--- config.mk ---
export PLATFORM = sky130hd
export DESIGN_NAME = lbc_div
export DESIGN_NICKNAME = d
export VERILOG_FILES = /design/src/rtl/core/lbc_div.sv
export SDC_FILE = /design/constraint.sdc
export NUM_CORES = 2
export LEC_CHECK = 0
export BUFFER_PORTS_ARGS = -buffer_cell sky130_fd_sc_hd__buf_2
export CORE_MARGIN = 2
export CORE_UTILIZATION = 52
export CTS_BUF_LIST = sky130_fd_sc_hd__clkbuf_4
export CTS_CLUSTER_DIAMETER = 30
export DETAILED_ROUTE_END_ITERATION = 16
export GPL_ROUTABILITY_DRIVEN = 1
export PLACE_DENSITY = 0.68
export SLEW_MARGIN = 20
export SYNTH_ARGS = -nofsm -noshare
export SYNTH_HDL_FRONTEND = slang
export SYNTH_SLANG_ARGS = --single-unit
--- constraint.sdc ---
create_clock -name clk_i -period 4.9 [get_ports clk_i]
set_clock_uncertainty 0.05 [all_clocks]
set_input_delay 0.735 -clock clk_i [delete_from_list [all_inputs] [get_ports clk_i]]
set_output_delay 0.735 -clock clk_i [all_outputs]
set_load 0.03 [all_outputs]
--- src/rtl/core/lbc_div.sv ---
// Pipelined restoring divider, one quotient bit per register stage, lanes share one divisor.
// Carries a sideband word alongside. Depends on nothing.
`default_nettype none

module lbc_div #(
  parameter int unsigned NL     = 3,
  parameter int unsigned NUM_W  = 36,
  parameter int unsigned DEN_W  = 19,
  parameter int unsigned Q_W    = 16,
  parameter int unsigned SIDE_W = 8
) (
  input  logic                        clk_i,
  input  logic                        rst_ni,
  input  logic                        in_valid_i,
  input  logic [NL-1:0][NUM_W-1:0]    num_i,
  input  logic [DEN_W-1:0]            den_i,
  input  logic [SIDE_W-1:0]           side_i,
  output logic                        out_valid_o,
  output logic [NL-1:0][Q_W-1:0]      quot_o,
  output logic [SIDE_W-1:0]           side_o
);

  localparam int unsigned CW = (NUM_W > DEN_W + Q_W) ? NUM_W : DEN_W + Q_W;

  typedef logic [NL-1:0][NUM_W-1:0] rem_t;
  typedef logic [NL-1:0][Q_W-1:0]   quo_t;

  rem_t              rem_q [Q_W];
  rem_t              rem_d [Q_W];
  quo_t              quo_q [Q_W];
  quo_t              quo_d [Q_W];
  logic [DEN_W-1:0]  den_q [Q_W];
  logic [SIDE_W-1:0] side_q [Q_W];
  logic [Q_W-1:0]    vld_q;

  always_comb begin
    rem_t             rem_src;
    quo_t             quo_src;
    logic [DEN_W-1:0] den_src;
    logic [CW-1:0]    dsh;
    for (int k = 0; k < Q_W; k++) begin
      if (k == 0) begin
        rem_src = num_i;
        quo_src = '0;
        den_src = den_i;
      end else begin
        rem_src = rem_q[k-1];
        quo_src = quo_q[k-1];
        den_src = den_q[k-1];
      end
      dsh      = CW'(den_src) << (Q_W - 1 - k);
      rem_d[k] = rem_src;
      quo_d[k] = quo_src;
      for (int l = 0; l < NL; l++) begin
        if (CW'(rem_src[l]) >= dsh) begin
          rem_d[k][l]              = NUM_W'(CW'(rem_src[l]) - dsh);
          quo_d[k][l][Q_W - 1 - k] = 1'b1;
        end
      end
    end
  end

  always_ff @(posedge clk_i or negedge rst_ni) begin
    if (!rst_ni) begin
      vld_q <= '0;
    end else begin
      vld_q <= {vld_q[Q_W-2:0], in_valid_i};
    end
  end

  always_ff @(posedge clk_i) begin
    for (int k = 0; k < Q_W; k++) begin
      rem_q[k] <= rem_d[k];
      quo_q[k] <= quo_d[k];
      if (k == 0) begin
        den_q[k]  <= den_i;
        side_q[k] <= side_i;
      end else begin
        den_q[k]  <= den_q[k-1];
        side_q[k] <= side_q[k-1];
      end
    end
  end

  assign out_valid_o = vld_q[Q_W-1];
  assign quot_o      = quo_q[Q_W-1];
  assign side_o      = side_q[Q_W-1];

endmodule

`default_nettype wire

==> flow_metrics.py <==
metrics = {
    "logic_synthesis": {
        "syn_area_um2": 110000,
        "yosysTopAreaCellShare_pct": 44.3,
        "synth_edf_count": 0,
        "synth_seq_cells": 2457,
        "synth_fp_nets": 12700,
        "yosys-top-cells-count": "2441 x dfxtp_1, 967 x a21oi_1, 922 x nor2_1, 912 x ha_1, 764 x nand2_1",
        "async_reset_ff_share_pct": 0.651,
        "synth_flop_cell": "dfxtp_1",
        "avgSynthCellArea_um2": 9.48,
        "synth.area.top_cells": "dfxtp_1 44%, ha_1 10%, xnor2_1 4.5%",
        "yosys.area.top_type": "dfxtp_1",
        "synthCells": 11600,
        "synth.distinct_cells": 97,
        "yosys_warnings": 0,
        "ys_seq_area_share_pct": 44.7,
        "synth.most_common_cell": "dfxtp_1",
    },
    "timing": {
        "setup_viol": 0,
        "finalCritPeriodShare_pct": 87.6,
        "fmax_mhz": 233,
        "setup_ws_ns": 0.607,
        "period_minus_slack_ns": 4.29,
        "slew-limit-headroom_pct": 19.0,
        "finalHoldViolations": 0,
        "tightest_slew_ns": 1.21,
        "slew_violations": 0,
        "setup_tns_ns": 0,
        "rsz0062_at_grt": "false",
    },
    "die": {
        "design.core.area_um2": 211000,
        "fp-row-count": 169,
        "die_w_um": 465,
        "initial_core_util_pct": 52.2,
        "io_pins": 195,
        "die_h_um": 465,
        "die_area_um2": 216000,
    },
    "routing": {
        "ant_nets": 0,
        "drtIter0Drc": 5148,
        "avgRoutedWirePerCell_um": 22.1,
        "drc": 0,
        "vias_per_cell": 5.52,
        "routed_wl_um": 355000,
        "drt_first_pass_iters": 6,
        "num_vias": 88700,
    },
    "setup_path": {
        "worstSetupEndpointType": "register",
        "worst-setup-path-type": "input pin to register",
        "cp.arrival_ns": 5.56,
        "cp.required_ns": 6.17,
        "critPathMaxFanout": 27,
        "start_kind": "input pin",
        "reg2reg_slack_ns": 0.71,
    },
    "global_route": {
        "gr-total-overflow": 0,
        "grt_pass1_vias": 90500,
        "gr-usage-all-layers_pct": 32.1,
        "grt_pass1_wl_um": 526000,
        "antenna_found_initial": 15,
        "grt_max_degree": 43,
    },
    "clocking": {
        "cts_sinks": 2457,
        "clock_latency_ns": 1.45,
        "cts_root_buf": "clkbuf_4",
        "htreeDepth": 6,
        "clock_path_buffers": 4,
        "cts_buffers": 665,
        "cts_tree": "built",
        "path_clk_slew_ns": 0.06,
        "ctsResizeCount": 0,
    },
    "finish": {
        "multi_input_area_um2": 58100,
        "layout.filler_cells": 18300,
        "final_cells": 16100,
        "regArea_um2": 49300,
        "syn2layout_area_growth_pct": 15.2,
        "fin_nets": 13800,
        "drive_gt1_share_pct": 12.5,
    },
    "placement": {
        "io_buffers": 194,
        "dp_hpwl_um": 289000,
        "dp_slack_ns": 0.686,
        "gp_congestion": 1.05,
        "dp_cells": 14500,
    },
    "pwr": {
        "power_w": 0.0864,
        "power_density_nw_per_um2": 680,
        "p_leak_nw": 55.5,
        "peakVddDrop_v": 0.000375,
    },
    "job": {
        "drv_cap": 0,
    },
    "min_path": {
        "hold_path.class": "input pin to register",
    },
    "outcome": {
        "status": "completed",
    },
}
-- cell usage in the layout, fill, tap and decap left out, types with 158 or more instances in the layout --
cell type      instances
nor2_1               920
clkbuf_4             921
xnor2_1              564
nand2_1              764
nand3_1              194
a21o_1               350
nor2b_1              158
dlygate4sd3_1        329
ha_1                 912
xor2_1               471
buf_2                194
o21ai_0              706
nor4_1               166
dfxtp_1             2441
mux2_2               177
nor3_1               240
a21oi_1              963
inv_1                579
o21a_1               170
-- cells by family (layout without fill, tap and decap cells) --
logic type | count (synthesis) | after routing | synth area share, %
fa+ha+maj | 957 | 957 | 11.2
compound gates | 2925 | 2925 | 16.5
mux | 195 | 195 | 1.98
other cells | 0 | 54 | 0
simple gates | 3246 | 3246 | 14.6
flops | 2457 | 2457 | 44.7
xor+xnor | 1035 | 1035 | 8.22
buf+inv | 826 | 2367 | 2.86
-- report_power, final --
group          internal (W)  switching [W]
clock network        0.0103        0.00831
registers            0.0263        0.00456
logic                0.0164         0.0205
total                0.0531         0.0334
-- worst max-delay path: stages --
cell,delay [ns]
dlygate4sd3_1,0.53
buf_2,0.25
inv_1,0.20
ha_1,0.32
nor2b_1,0.15
o2111a_1,0.22
o21ai_0,0.32
a21oi_1,0.16
o41ai_1,0.26
buf_4,0.18
nor3b_1,0.38
o41ai_4,0.19
buf_4,0.31
nor2_1,0.13
dlygate4sd3_1,0.58
a21oi_1,0.05
dlygate4sd3_1,0.57
-- path summary, 6_finish.rpt --
kind | from | end | cells after the start
worst min register to register | quo_q[1][260] | quo_q[1][308] | 0
worst max-delay path | den_i[1] | rem_q[0][89] | 17
worst max register to register | den_q[1][95] | rem_q[1][719] | 13
min in group asynchronous | rst_ni | vld_q[10] | 3
worst min-delay path | num_i[56] | rem_q[0][56] | 3
max in group asynchronous | rst_ni | vld_q[14] | 3
-- cell type report --
class / count / area share, %
Sequential cell: 2457 / 38.8
Clock inverter: 231 / 1.45
Multi-Input combinational cell: 8358 / 45.7
Antenna cell: 54 / 0.106
Inverter: 583 / 1.72
Clock buffer: 921 / 5.44
Timing Repair Buffer: 632 / 4.01
Tap cell: 2821 / 2.78
-- per-stage QoR --
step / instance area [um2] / hold slack, ns / util (%)
floorplan: 110000 / 0.260 / -
global route: 127000 / 0.0282 / 60.1
finish: 127000 / 0.150 / 60.1
detailed placement: 115000 / 0.262 / 54.3
CTS: 127000 / 0.000927 / 60.0
global placement: 115000 / 0.259 / 54.3
-- state kept, by name, summed over array words and instances, names as in the netlist --
name / cells
vld_q: 16
quo_q: 408
den_q: 285
rem_q: 1620
side_q: 128
-- repair_timing --
action	CTS	global route
hold buffers	329	0
hold endpoints to repair	155	0
setup buffers	0	0
-- layer usage --
layer | up-vias | track usage, % | share of wire, %
met3 | 1057 | 4.67 | 3.6
li1 | 44000 | - | -
met2 | 2701 | 58.3 | 50
met1 | 40900 | 28.1 | 33
met5 | - | 0 | 0.0037
met4 | 2 | 37.7 | 13
(Power assumes the default switching activity.)
